<file path="src/hdl/smc_pkg.sv">
// Shared types and constants for the shutter motor controller.
// No dependencies.
package smc_pkg;

    localparam int SAMPLE_W = 16;
    localparam int DECIDE_W = 16;
    localparam int TRAVEL_W = 20;
    localparam int CFG_DATA_W = 20;
    localparam int CFG_IDX_W = 2;

    localparam logic [SAMPLE_W-1:0] SAMPLE_RST = 16'd100;
    localparam logic [DECIDE_W-1:0] DECIDE_RST = 16'd500;
    localparam logic [TRAVEL_W-1:0] TRAVEL_RST = 20'd30000;
    localparam logic [DECIDE_W-1:0] DECIDE_MAX = 16'hFFFF;

    localparam logic [CFG_IDX_W-1:0] REG_SAMPLE = 2'd0;
    localparam logic [CFG_IDX_W-1:0] REG_DECIDE = 2'd1;
    localparam logic [CFG_IDX_W-1:0] REG_TRAVEL = 2'd2;
    localparam logic [CFG_IDX_W-1:0] REG_ACT_LOW = 2'd3;

    localparam logic [2:0] MODE_IDLE = 3'd0;
    localparam logic [2:0] MODE_JOG_UP = 3'd1;
    localparam logic [2:0] MODE_JOG_DOWN = 3'd2;
    localparam logic [2:0] MODE_RUN_UP = 3'd3;
    localparam logic [2:0] MODE_RUN_DOWN = 3'd4;
    localparam logic [2:0] MODE_STOPPING = 3'd5;

    localparam logic [2:0] PC_NONE = 3'd0;
    localparam logic [2:0] PC_HOLD_UP = 3'd1;
    localparam logic [2:0] PC_HOLD_DOWN = 3'd2;
    localparam logic [2:0] PC_PRESS_UP = 3'd3;
    localparam logic [2:0] PC_PRESS_DOWN = 3'd4;

    localparam logic [1:0] POS_UNDEF = 2'd0;
    localparam logic [1:0] POS_OPEN = 2'd1;
    localparam logic [1:0] POS_CLOSED = 2'd2;

    localparam logic [1:0] CMD_NONE = 2'd0;
    localparam logic [1:0] CMD_OPEN = 2'd1;
    localparam logic [1:0] CMD_CLOSE = 2'd2;
    localparam logic [1:0] CMD_STOP = 2'd3;

    localparam logic [1:0] HOLD_MAX = 2'd3;
    localparam logic [1:0] HOLD_LONG = 2'd2;

    typedef struct packed {
        logic [2:0]          press_code;
        logic [1:0]          hold_up;
        logic [1:0]          hold_down;
        logic                prev_up;
        logic                prev_down;
        logic [DECIDE_W-1:0] decide_timer;
        logic [SAMPLE_W-1:0] sample_timer;
    } smc_btn_t;

endpackage

</file>
<file path="src/hdl/smc_sampler.sv">
// Button sampler: sample/decide timers, hold counters and press code update.
// Depends on smc_pkg.
module smc_sampler (
    input  smc_pkg::smc_btn_t                cur,
    input  logic                             up,
    input  logic                             down,
    input  logic [smc_pkg::SAMPLE_W-1:0]     sample_interval,
    input  logic [smc_pkg::DECIDE_W-1:0]     decide_interval,
    output smc_pkg::smc_btn_t                nxt
);

    logic [1:0] hu;
    logic [1:0] hd;
    logic [2:0] pc;

    always_comb begin
        nxt = cur;
        hu = cur.hold_up;
        hd = cur.hold_down;
        pc = cur.press_code;
        if (cur.sample_timer >= sample_interval) begin
            nxt.sample_timer = '0;
            if (up && hu < smc_pkg::HOLD_MAX) begin
                hu = hu + 2'd1;
            end
            if (down && hd < smc_pkg::HOLD_MAX) begin
                hd = hd + 2'd1;
            end
            if (!up) begin
                if (cur.prev_up && hu < smc_pkg::HOLD_LONG) begin
                    pc = smc_pkg::PC_PRESS_UP;
                end else if (pc == smc_pkg::PC_PRESS_UP) begin
                    pc = smc_pkg::PC_NONE;
                end
                hu = '0;
            end
            if (!down) begin
                if (cur.prev_down && hd < smc_pkg::HOLD_LONG) begin
                    pc = smc_pkg::PC_PRESS_DOWN;
                end else if (pc == smc_pkg::PC_PRESS_DOWN) begin
                    pc = smc_pkg::PC_NONE;
                end
                hd = '0;
            end
            if (cur.decide_timer >= decide_interval) begin
                if (hu >= smc_pkg::HOLD_LONG) begin
                    pc = smc_pkg::PC_HOLD_UP;
                end else if (hd >= smc_pkg::HOLD_LONG) begin
                    pc = smc_pkg::PC_HOLD_DOWN;
                end else if (pc == smc_pkg::PC_HOLD_UP || pc == smc_pkg::PC_HOLD_DOWN) begin
                    pc = smc_pkg::PC_NONE;
                end
                nxt.decide_timer = '0;
            end else if (cur.decide_timer != smc_pkg::DECIDE_MAX) begin
                nxt.decide_timer = cur.decide_timer + 1'b1;
            end
            nxt.prev_up = up;
            nxt.prev_down = down;
        end else begin
            nxt.sample_timer = cur.sample_timer + 1'b1;
            if (cur.decide_timer != smc_pkg::DECIDE_MAX) begin
                nxt.decide_timer = cur.decide_timer + 1'b1;
            end
        end
        nxt.hold_up = hu;
        nxt.hold_down = hd;
        nxt.press_code = pc;
    end

endmodule

</file>
<file path="src/hdl/shutter_motor_controller_core.sv">
// Shutter motor controller top level: config registers, motor state machine,
// result register. Depends on smc_pkg and smc_sampler.
//
//  channel  | ports                                   | beat
//  ---------+-----------------------------------------+-------------------------
//  s_       | s_button_up, s_button_down, s_cmd       | one tick, s_valid&s_ready
//  m_       | m_drive_up, m_drive_down, m_position,   | one result per tick,
//           | m_report                                | m_valid&m_ready
//  cfg_     | cfg_we, cfg_index, cfg_data             | write when cfg_we high
//
// One beat per cycle when s_ready; each result appears the cycle after its beat.
// All state updates in a single combinational pass into the state registers.
// Synchronous active-low reset clears state and loads register defaults.
// s_ready drops only while a result is held and m_ready is low.
module shutter_motor_controller_core (
    input  logic                             aclk,
    input  logic                             aresetn,
    input  logic                             s_valid,
    output logic                             s_ready,
    input  logic                             s_button_up,
    input  logic                             s_button_down,
    input  logic [1:0]                       s_cmd,
    output logic                             m_valid,
    input  logic                             m_ready,
    output logic                             m_drive_up,
    output logic                             m_drive_down,
    output logic [1:0]                       m_position,
    output logic                             m_report,
    input  logic                             cfg_we,
    input  logic [smc_pkg::CFG_IDX_W-1:0]    cfg_index,
    input  logic [smc_pkg::CFG_DATA_W-1:0]   cfg_data
);

    logic [smc_pkg::SAMPLE_W-1:0] sample_interval_reg;
    logic [smc_pkg::DECIDE_W-1:0] decide_interval_reg;
    logic [smc_pkg::TRAVEL_W-1:0] travel_time_reg;
    logic                         act_low_reg;

    smc_pkg::smc_btn_t            btn_reg;
    smc_pkg::smc_btn_t            btn_next;
    logic [2:0]                   mode_reg;
    logic [2:0]                   mode_next;
    logic [1:0]                   pos_reg;
    logic [1:0]                   pos_next;
    logic [smc_pkg::TRAVEL_W-1:0] run_timer_reg;
    logic [smc_pkg::TRAVEL_W-1:0] run_timer_next;

    logic                         m_valid_reg;
    logic                         drive_up_reg;
    logic                         drive_down_reg;
    logic                         report_reg;
    logic                         drive_up_next;
    logic                         drive_down_next;
    logic                         report_next;

    logic                         up;
    logic                         down;
    logic                         accept;
    logic                         run_done;
    logic [2:0]                   code;

    assign up = s_button_up ^ act_low_reg;
    assign down = s_button_down ^ act_low_reg;
    assign s_ready = !m_valid_reg || m_ready;
    assign accept = s_valid && s_ready;

    smc_sampler u_sampler (
        .cur             (btn_reg),
        .up              (up),
        .down            (down),
        .sample_interval (sample_interval_reg),
        .decide_interval (decide_interval_reg),
        .nxt             (btn_next)
    );

    assign code = btn_next.press_code;
    assign run_done = run_timer_reg >= travel_time_reg;

    always_comb begin
        mode_next = mode_reg;
        pos_next = pos_reg;
        run_timer_next = run_timer_reg;
        drive_up_next = 1'b0;
        drive_down_next = 1'b0;
        report_next = 1'b0;
        unique case (mode_reg) inside
            smc_pkg::MODE_JOG_UP, smc_pkg::MODE_JOG_DOWN: begin
                drive_up_next = (mode_reg == smc_pkg::MODE_JOG_UP);
                drive_down_next = (mode_reg == smc_pkg::MODE_JOG_DOWN);
                pos_next = smc_pkg::POS_UNDEF;
                report_next = (mode_reg != code);
                mode_next = code;
                if (code == smc_pkg::MODE_RUN_UP || code == smc_pkg::MODE_RUN_DOWN) begin
                    run_timer_next = '0;
                end
            end
            smc_pkg::MODE_RUN_UP: begin
                drive_up_next = 1'b1;
                pos_next = smc_pkg::POS_UNDEF;
                if (code == smc_pkg::PC_HOLD_DOWN || code == smc_pkg::PC_PRESS_DOWN) begin
                    mode_next = smc_pkg::MODE_STOPPING;
                end
                if (run_done) begin
                    pos_next = smc_pkg::POS_OPEN;
                    mode_next = smc_pkg::MODE_STOPPING;
                end else begin
                    run_timer_next = run_timer_reg + 1'b1;
                end
            end
            smc_pkg::MODE_RUN_DOWN: begin
                drive_down_next = 1'b1;
                pos_next = smc_pkg::POS_UNDEF;
                if (code == smc_pkg::PC_HOLD_UP || code == smc_pkg::PC_PRESS_UP) begin
                    mode_next = smc_pkg::MODE_STOPPING;
                end
                if (run_done) begin
                    pos_next = smc_pkg::POS_CLOSED;
                    mode_next = smc_pkg::MODE_STOPPING;
                end else begin
                    run_timer_next = run_timer_reg + 1'b1;
                end
            end
            smc_pkg::MODE_STOPPING: begin
                report_next = 1'b1;
                mode_next = smc_pkg::MODE_IDLE;
            end
            default: begin
                mode_next = code;
                if (code == smc_pkg::MODE_RUN_UP || code == smc_pkg::MODE_RUN_DOWN) begin
                    run_timer_next = '0;
                end
            end
        endcase
        unique case (s_cmd)
            smc_pkg::CMD_OPEN: begin
                mode_next = smc_pkg::MODE_RUN_UP;
                run_timer_next = '0;
            end
            smc_pkg::CMD_CLOSE: begin
                mode_next = smc_pkg::MODE_RUN_DOWN;
                run_timer_next = '0;
            end
            smc_pkg::CMD_STOP: begin
                mode_next = smc_pkg::MODE_IDLE;
            end
            default: begin
            end
        endcase
    end

    // config registers
    always_ff @(posedge aclk) begin
        if (!aresetn) begin
            sample_interval_reg <= smc_pkg::SAMPLE_RST;
            decide_interval_reg <= smc_pkg::DECIDE_RST;
            travel_time_reg <= smc_pkg::TRAVEL_RST;
            act_low_reg <= 1'b0;
        end else if (cfg_we) begin
            unique case (cfg_index)
                smc_pkg::REG_SAMPLE: sample_interval_reg <= cfg_data[smc_pkg::SAMPLE_W-1:0];
                smc_pkg::REG_DECIDE: decide_interval_reg <= cfg_data[smc_pkg::DECIDE_W-1:0];
                smc_pkg::REG_TRAVEL: travel_time_reg <= cfg_data[smc_pkg::TRAVEL_W-1:0];
                default: act_low_reg <= cfg_data[0];
            endcase
        end
    end

    // controller state
    always_ff @(posedge aclk) begin
        if (!aresetn) begin
            btn_reg <= '0;
            mode_reg <= smc_pkg::MODE_IDLE;
            pos_reg <= smc_pkg::POS_UNDEF;
            run_timer_reg <= '0;
        end else if (accept) begin
            btn_reg <= btn_next;
            mode_reg <= mode_next;
            pos_reg <= pos_next;
            run_timer_reg <= run_timer_next;
        end
    end

    // result register
    always_ff @(posedge aclk) begin
        if (!aresetn) begin
            m_valid_reg <= 1'b0;
        end else if (accept) begin
            m_valid_reg <= 1'b1;
        end else if (m_ready) begin
            m_valid_reg <= 1'b0;
        end
    end

    always_ff @(posedge aclk) begin
        if (accept) begin
            drive_up_reg <= drive_up_next;
            drive_down_reg <= drive_down_next;
            report_reg <= report_next;
        end
    end

    assign m_valid = m_valid_reg;
    assign m_drive_up = drive_up_reg;
    assign m_drive_down = drive_down_reg;
    assign m_position = pos_reg;
    assign m_report = report_reg;

endmodule

</file>
<file path="config.mk">
export PLATFORM = sky130hd
export DESIGN_NAME = shutter_motor_controller_core
export DESIGN_NICKNAME = d
export VERILOG_FILES = /design/src/hdl/smc_pkg.sv /design/src/hdl/smc_sampler.sv /design/src/hdl/shutter_motor_controller_core.sv
export SDC_FILE = /design/constraint.sdc
export NUM_CORES = 1
export LEC_CHECK = 0
export BUFFER_PORTS_ARGS = -buffer_cell sky130_fd_sc_hd__buf_4
export CAP_MARGIN = 10
export CORE_AREA = 3 3 111 113
export DETAILED_ROUTE_END_ITERATION = 8
export DIE_AREA = 0 0 114 116
export PLACE_DENSITY = 0.82
export SKIP_CTS_REPAIR_TIMING = 1
export SLEW_MARGIN = 40
export SYNTH_ARGS = -nofsm -noshare
export SYNTH_HDL_FRONTEND = slang
export SYNTH_HIERARCHICAL = 1
export SYNTH_SLANG_ARGS = --single-unit
</file>
<file path="constraint.sdc">
create_clock -name aclk -period 8.84 [get_ports aclk]
set_input_delay 1.768 -clock aclk [delete_from_list [all_inputs] [get_ports aclk]]
set_output_delay 1.768 -clock aclk [all_outputs]
set_load 0.02 [all_outputs]
</file>
==> results.ini, run 1 <==
[run_status]
status=finished clean

[route]
vias_per_cell=5.89
final_antenna_net_count=0
drt_first_pass_iters=4
wl_um=17600
wl_per_cell_um=15.4
drc_errors=0
dr_total_vias=6726
drtIter0Drc=569

[synthesis]
ys_seq_area_share_pct=34.0
syn-num-nets=1058
synth_seq_cells=123
synth_edf_count=3
yosysWarnings=6
ys.flop_type=dfxtp_1
yosysTopAreaCellShare_pct=32.8
avgSynthCellArea_um2=7.58
netlist_area_mm2=0.00733
synth_top_cell_by_area=dfxtp_1
async_reset_ff_share_pct=0
yosys-top-cells-area=dfxtp_1 (33%), nand2_1 (12%), ha_1 (10%), a21oi_1 (7.9%), inv_1 (3.5%)
synthCells=966
ys_types=75

[place]
dp.cells=1110
dp_hpwl_um=11900
place_congestion=0.906
dp_slack_ps=4050
portBuffers=37

[timing]
fin_crit_ps=4480
worst_slew_pin_slew_ps=790
period_share_pct=50.6
rsz0062_at_grt=no
hold_viol=0
setup_viol=0
slew_headroom_pct=46.8
setup_tns_ps=0
maxSlewViolCount=0
worst_slack_ps=4360
max_freq_mhz=223
fin_skew_ps=7.17

[die]
die_w_um=114
rows=39
coreArea_mm2=0.0114
start_util_pct=64.2
fp.dieArea_mm2=0.0132
die_h_um=116
io_pins=38

[cells_and_area]
area_delta_synth_final_pct=13.3
fin_util_pct=72.7
mostFrequentLayoutCells=nand2_1 (231), dfxtp_1 (120), a21oi_1 (116)
layout.nets=1078
mostFrequentLayoutCell=nand2_1
drive_above_1_share_pct=9.91
n_antenna_cell=0
largest_reg_flops=41
fin_cells=1142

[setup_path]
start_kind=primary input
critPathArrivalTime_ps=4820
r2r_cells=14
path_max_fanout=16
cp-end-kind=flop
reg2reg_to=run_timer_reg[15]
cp.required_ps=9180
crit_start=s_button_up
reg2reg_from=btn_reg[16]
crit_type=primary input to flop
r2r_slack_ps=4720

[power_and_ir_drop]
power.density_mw_per_mm2=170
ir_drop_v=0.000247
total_power_uw=1410
p_leak_uw=0.00344

[hold_path]
hold_path_depth=2
worstHoldEndpoint=travel_time_reg[18]
min_from=travel_time_reg[18]
hold_path_class=flop to flop

[clocking]
clk_latency_ps=420
cts_num_sinks=123
clock-root-buffer=clkbuf_16
clockBufferDepth=2
htreeDepth=4
cts_tree=done
clk_pin_slew_worst_paths_ps=60
cts_made_buffers=17

[grt]
grt_pass1_wl_um=29600
grt_max_degree=84
track_usage_pct=27.9
first_global_vias=6247
grt_antenna_before_repair=0
overflow=0

[job]
maxCapViolations=0

==> through the flow <==
step,area (um^2),hold WS (ps)
after global routing,8300,471
final,8300,452
after detailed placement,7680,447
after CTS,8300,454
after global placement,7660,443
after floorplan,7330,436
==> worst max-delay path, stage by stage <==
cell,delay [ps]
buf_4,110
xor2_1,180
nor3b_1,380
o21ai_0,190
nor3b_1,220
a21oi_1,60
a31oi_1,510
nor3b_1,140
o211a_1,240
o21ai_0,320
and2_1,220
o21ai_2,220
a31oi_1,260
==> cells by family after synthesis <==
kind of cell,count (synthesis),share of synthesized area (%)
AOI/OAI and AO/OA,232,19.8
xor gates and xnor gates,27,3.23
adders and majority gates,61,10.4
buffers and inverters,111,5.98
DFF,123,34.0
muxes,11,1.54
and+or+nand+nor,401,25.0
==> metal layers <==
layer | share of wire (%) | track usage [%]
met5 | 0 | 0
met4 | 3.1 | 12.5
met3 | 3.8 | 6.01
met2 | 49 | 46.8
met1 | 44 | 34.5
==> power breakdown <==
part | switching, uW | internal [uW]
combinational | 66.7 | 36.6
sequential | 9.79 | 570
clock | 254 | 473
total | 331 | 1080
==> final cells by class <==
type,instances,area (um^2)
well taps,143,179
flip-flops and latches,123,2490
inverters,68,255
clock inverters,11,139
clock buffers,21,482
repair buffers,44,334
fillers,907,3120
multi-input cells,732,4420
==> cell usage after synthesis, types with 2 or more instances <==
library cell and count:
mux2_2 2, o21ai_0 21, ha_1 61, nand2_1 231
and2_1 6, nor2b_1 2, nor2_1 52, mux2i_1 9
o211ai_1 13, buf_2 2, o31ai_1 5, nand4_1 14
a211o_1 3, o2111ai_1 3, and2_2 2, and3b_1 2
or4_1 3, nand2b_1 8, clkbuf_1 37, a21o_1 8
a31oi_1 16, o221ai_1 2, a41oi_1 3, a21boi_0 3
a21oi_1 116, nor3_1 9, nand3_1 30, and3_1 13
xor2_1 19, xnor2_1 8, edfxtp_1 3, and4_1 3
o21a_1 6, dfxtp_1 120, inv_1 68, or3_1 4
o21ai_1 7, or3b_1 2, buf_6 2, and4_4 2
nand3b_1 4, nor3b_1 4, a211oi_1 6
==> worst max-delay path by stage <==
stage | cells past startpoint | to | slack [ps]
4_1_cts | 13 | run_timer_reg[15] | 4430
6_report | 13 | run_timer_reg[15] | 4360
3_5_place_dp | 13 | run_timer_reg[15] | 4050
2_1_floorplan | 14 | run_timer_reg[3] | 4390
5_1_grt | 13 | run_timer_reg[15] | 3990
3_3_place_gp | 13 | run_timer_reg[8] | 3880
(Power assumes the default switching activity.)
==> run 2, diff against run 1 <==
--- a/config.mk
+++ b/config.mk
@@ -5,12 +5,13 @@
 export SDC_FILE = /design/constraint.sdc
 export NUM_CORES = 1
 export LEC_CHECK = 0
+export ABC_AREA = 1
 export BUFFER_PORTS_ARGS = -buffer_cell sky130_fd_sc_hd__buf_4
 export CAP_MARGIN = 10
-export CORE_AREA = 3 3 111 113
+export CORE_AREA = 3 3 117 119
 export DETAILED_ROUTE_END_ITERATION = 8
-export DIE_AREA = 0 0 114 116
-export PLACE_DENSITY = 0.82
+export DIE_AREA = 0 0 120 122
+export PLACE_DENSITY = 0.8
 export SKIP_CTS_REPAIR_TIMING = 1
 export SLEW_MARGIN = 40
 export SYNTH_ARGS = -nofsm -noshare
==> constraint.sdc (replaced) <==
create_clock -name aclk -period 4.3 [get_ports aclk]
set_input_delay 0.86 -clock aclk [delete_from_list [all_inputs] [get_ports aclk]]
set_output_delay 0.86 -clock aclk [all_outputs]
set_load 0.02 [all_outputs]
==> results.ini, run 2 <==
[job]
maxCapViolations=0  ; unchanged

[synthesis]
ys_seq_area_share_pct=31.6  ; was 34.0%
synthSimpleGateAreaFrac_pct=33.5  ; was 25.0%
async_reset_ff_share_pct=0  ; unchanged
netlist_area_mm2=0.00789  ; was 0.00733 mm^2
synthCells=1215  ; was 966
yosys-top-cells-area=dfxtp_1 (30%), nor2_1 (12%), nand2_1 (11%), ha_1 (9.7%), inv_1 (7.2%)  ; was dfxtp_1 (33%), nand2_1 (12%), ha_1 (10%), a21oi_1 (7.9%), inv_1 (3.5%)
ys.flop_type=dfxtp_1  ; unchanged
synth_top_family_by_area=simple AND/OR/NAND/NOR gates  ; unchanged
synth_xor_area_share_pct=2.22  ; was 3.23%
yosys-top-cells-count=nor2_1 (257), nand2_1 (233), inv_1 (151), dfxtp_1 (120), o21ai_0 (98)  ; was nand2_1 (231), dfxtp_1 (120), a21oi_1 (116), inv_1 (68), ha_1 (61)
synthAdderAreaFrac_pct=9.67  ; was 10.4%
synth.area.mux_share_pct=0  ; was 1.54%
yosysMostFrequentCell=nor2_1  ; was nand2_1
yosysWarnings=6  ; unchanged
syn-num-nets=1307  ; was 1058
synth_seq_cells=123  ; unchanged
synth_top_cell_by_area=dfxtp_1  ; unchanged
yosysTopAreaCellShare_pct=30.4  ; was 32.8%
synth_compound_gate_area_share_pct=13.1  ; was 19.8%
avgSynthCellArea_um2=6.50  ; was 7.58 um^2
synth_edf_count=3  ; unchanged
ys_types=42  ; was 75

[grt]
track_usage_pct=27.3  ; was 27.9%
grt_antenna_before_repair=1  ; was 0
first_global_vias=7116  ; was 6247
grt_pass1_wl_um=33000  ; was 29600 um
overflow=0  ; unchanged
grt_max_degree=90  ; was 84

[setup_path]
crit_type=flop to flop  ; was primary input to flop
cp-end-kind=flop  ; unchanged
cp.required_ps=4650  ; was 9180 ps
path_max_fanout=30  ; was 16
critPathArrivalTime_ps=4140  ; was 4820 ps
r2r_slack_ps=510  ; was 4720 ps
start_kind=flop  ; was primary input
reg2reg_to=run_timer_reg[5]  ; was run_timer_reg[15]
reg2reg_from=btn_reg[29]  ; was btn_reg[16]
r2r_cells=19  ; was 14

[power_and_ir_drop]
p_leak_uw=0.00407  ; was 0.00344 uW
power.density_mw_per_mm2=381  ; was 170 mW/mm^2
ir_drop_v=0.000245  ; was 0.000247 V
total_power_uw=3360  ; was 1410 uW

[die]
die_h_um=122  ; was 116 um
start_util_pct=62.3  ; was 64.2%
io_pins=38  ; unchanged
fp.dieArea_mm2=0.0146  ; was 0.0132 mm^2
die_w_um=120  ; was 114 um
rows=41  ; was 39
coreArea_mm2=0.0127  ; was 0.0114 mm^2

[timing]
fin_skew_ps=7.13  ; was 7.17 ps
worst_slew_pin_slew_ps=785  ; was 790 ps
rsz0062_at_grt=no  ; unchanged
period_share_pct=88.1
hold_viol=0  ; unchanged
max_freq_mhz=264
fin_crit_ps=3790
maxSlewViolCount=0  ; unchanged
setup_viol=0  ; unchanged
slew_headroom_pct=47.7  ; was 46.8%
setup_tns_ps=0  ; unchanged

[hold_path]
hold_path_class=flop to flop  ; unchanged
worstHoldEndpoint=travel_time_reg[19]  ; was travel_time_reg[18]
min_from=travel_time_reg[19]  ; was travel_time_reg[18]
hold_path_depth=2  ; unchanged

[route]
drc_errors=0  ; unchanged
wl_um=19300  ; was 17600 um
drt_first_pass_iters=7  ; was 4
drtIter0Drc=717  ; was 569
dr_total_vias=7645  ; was 6726
vias_per_cell=5.38  ; was 5.89
final_antenna_net_count=0  ; unchanged
wl_per_cell_um=13.6  ; was 15.4 um

[cells_and_area]
layout.nets=1329  ; was 1078
area_delta_synth_final_pct=11.6  ; was 13.3%
stdcell_area_mm2=0.00881  ; was 0.00830 mm^2
multi_input_area_mm2=0.00462  ; was 0.00442 mm^2
n_antenna_cell=0  ; unchanged
drive_above_1_share_pct=8.81  ; was 9.91%
largest_reg_flops=41  ; unchanged
mostFrequentLayoutCells=nor2_1 (257), nand2_1 (233), inv_1 (150)  ; was nand2_1 (231), dfxtp_1 (120), a21oi_1 (116)
mostFrequentLayoutCell=nor2_1  ; was nand2_1
fin_cells=1421  ; was 1142
fin_util_pct=69.6  ; was 72.7%
fillers=1141  ; was 907
seq_area_mm2=0.00249  ; unchanged

[place]
dp.cells=1390  ; was 1110
dpl_cell_area_mm2=0.00825  ; was 0.00768 mm^2
place_congestion=0.908  ; was 0.906
portBuffers=37  ; unchanged
dp_hpwl_um=13400  ; was 11900 um

[clocking]
clk_pin_slew_worst_paths_ps=60  ; about the same
htreeDepth=4  ; unchanged
clk_latency_ps=420  ; about the same
cts_made_buffers=17  ; unchanged
clockBufferDepth=2  ; unchanged
cts_num_sinks=123  ; unchanged
clock-root-buffer=clkbuf_16  ; unchanged
cts_tree=done  ; unchanged

[run_status]
status=finished clean  ; unchanged

## run 2: final cells by class
type	instances	share of cell area, %
multi-input cells	895	52.5
flip-flops and latches	123	28.3
inverters	156	6.64
clock buffers	25	5.75
repair buffers	44	3.75
well taps	172	2.44
clock inverters	6	0.681
## run 2: worst max-delay path by stage
stage | startpoint | end | cells after the start
after floorplan | s_button_up | run_timer_reg[2] | 17
after global placement | s_button_up | run_timer_reg[2] | 18
after detailed placement | s_button_up | run_timer_reg[2] | 18
after CTS | btn_reg[11] | run_timer_reg[5] | 16
after global routing | btn_reg[11] | run_timer_reg[5] | 16
final | btn_reg[29] | run_timer_reg[5] | 19
## run 2: report_power, final
part	leakage [uW]	switching [uW]	total, uW	internal [uW]
Clock	0.000274	512	1380	868
Sequential	0.00102	89.5	1320	1230
Combinational	0.00278	429	660	231
## run 2: kinds of logic after synthesis
kind of cell,Yosys count
fa+ha+maj,61
simple gates,620
compound gates,194
flops,123
xor+xnor,20
buf+inv,197
## run 2: through the flow
| step | worst slack, ps | hold slack, ps |
|---|---|---|
| final | 510 | 458 |
| after global routing | 22.0 | 478 |
| after global placement | 568 | 439 |
| after floorplan | 1380 | 429 |
| after detailed placement | 479 | 445 |
| after CTS | 584 | 459 |
## run 2: worst max-delay path: stages, from the launching register on
cell     delay (ps)
dfxtp_1         430
ha_1            280
nand2_1          70
inv_1            30
o21ai_0         130
nand2_1         100
nor2_1          110
nand3_1         280
nand2_1         160
nand2_1          60
a21oi_1         310
inv_1           150
nor2_1          170
nand2_1          90
a41oi_2         180
buf_4           200
nand3_2         480
nand2_1         250
nand2_1         110
nor2_1          120
## run 2: routing by layer
metal  GRT usage [%]  up-vias  wire (um)  part of all wire [%]
met4            8.38        2        269                   1.4
met2            46.0      216       8940                    46
li1                -     3942          -                     -
met3            4.69       32       1040                   5.4
met1            36.0     3453       9000                    47
met5               0        -         11                 0.057
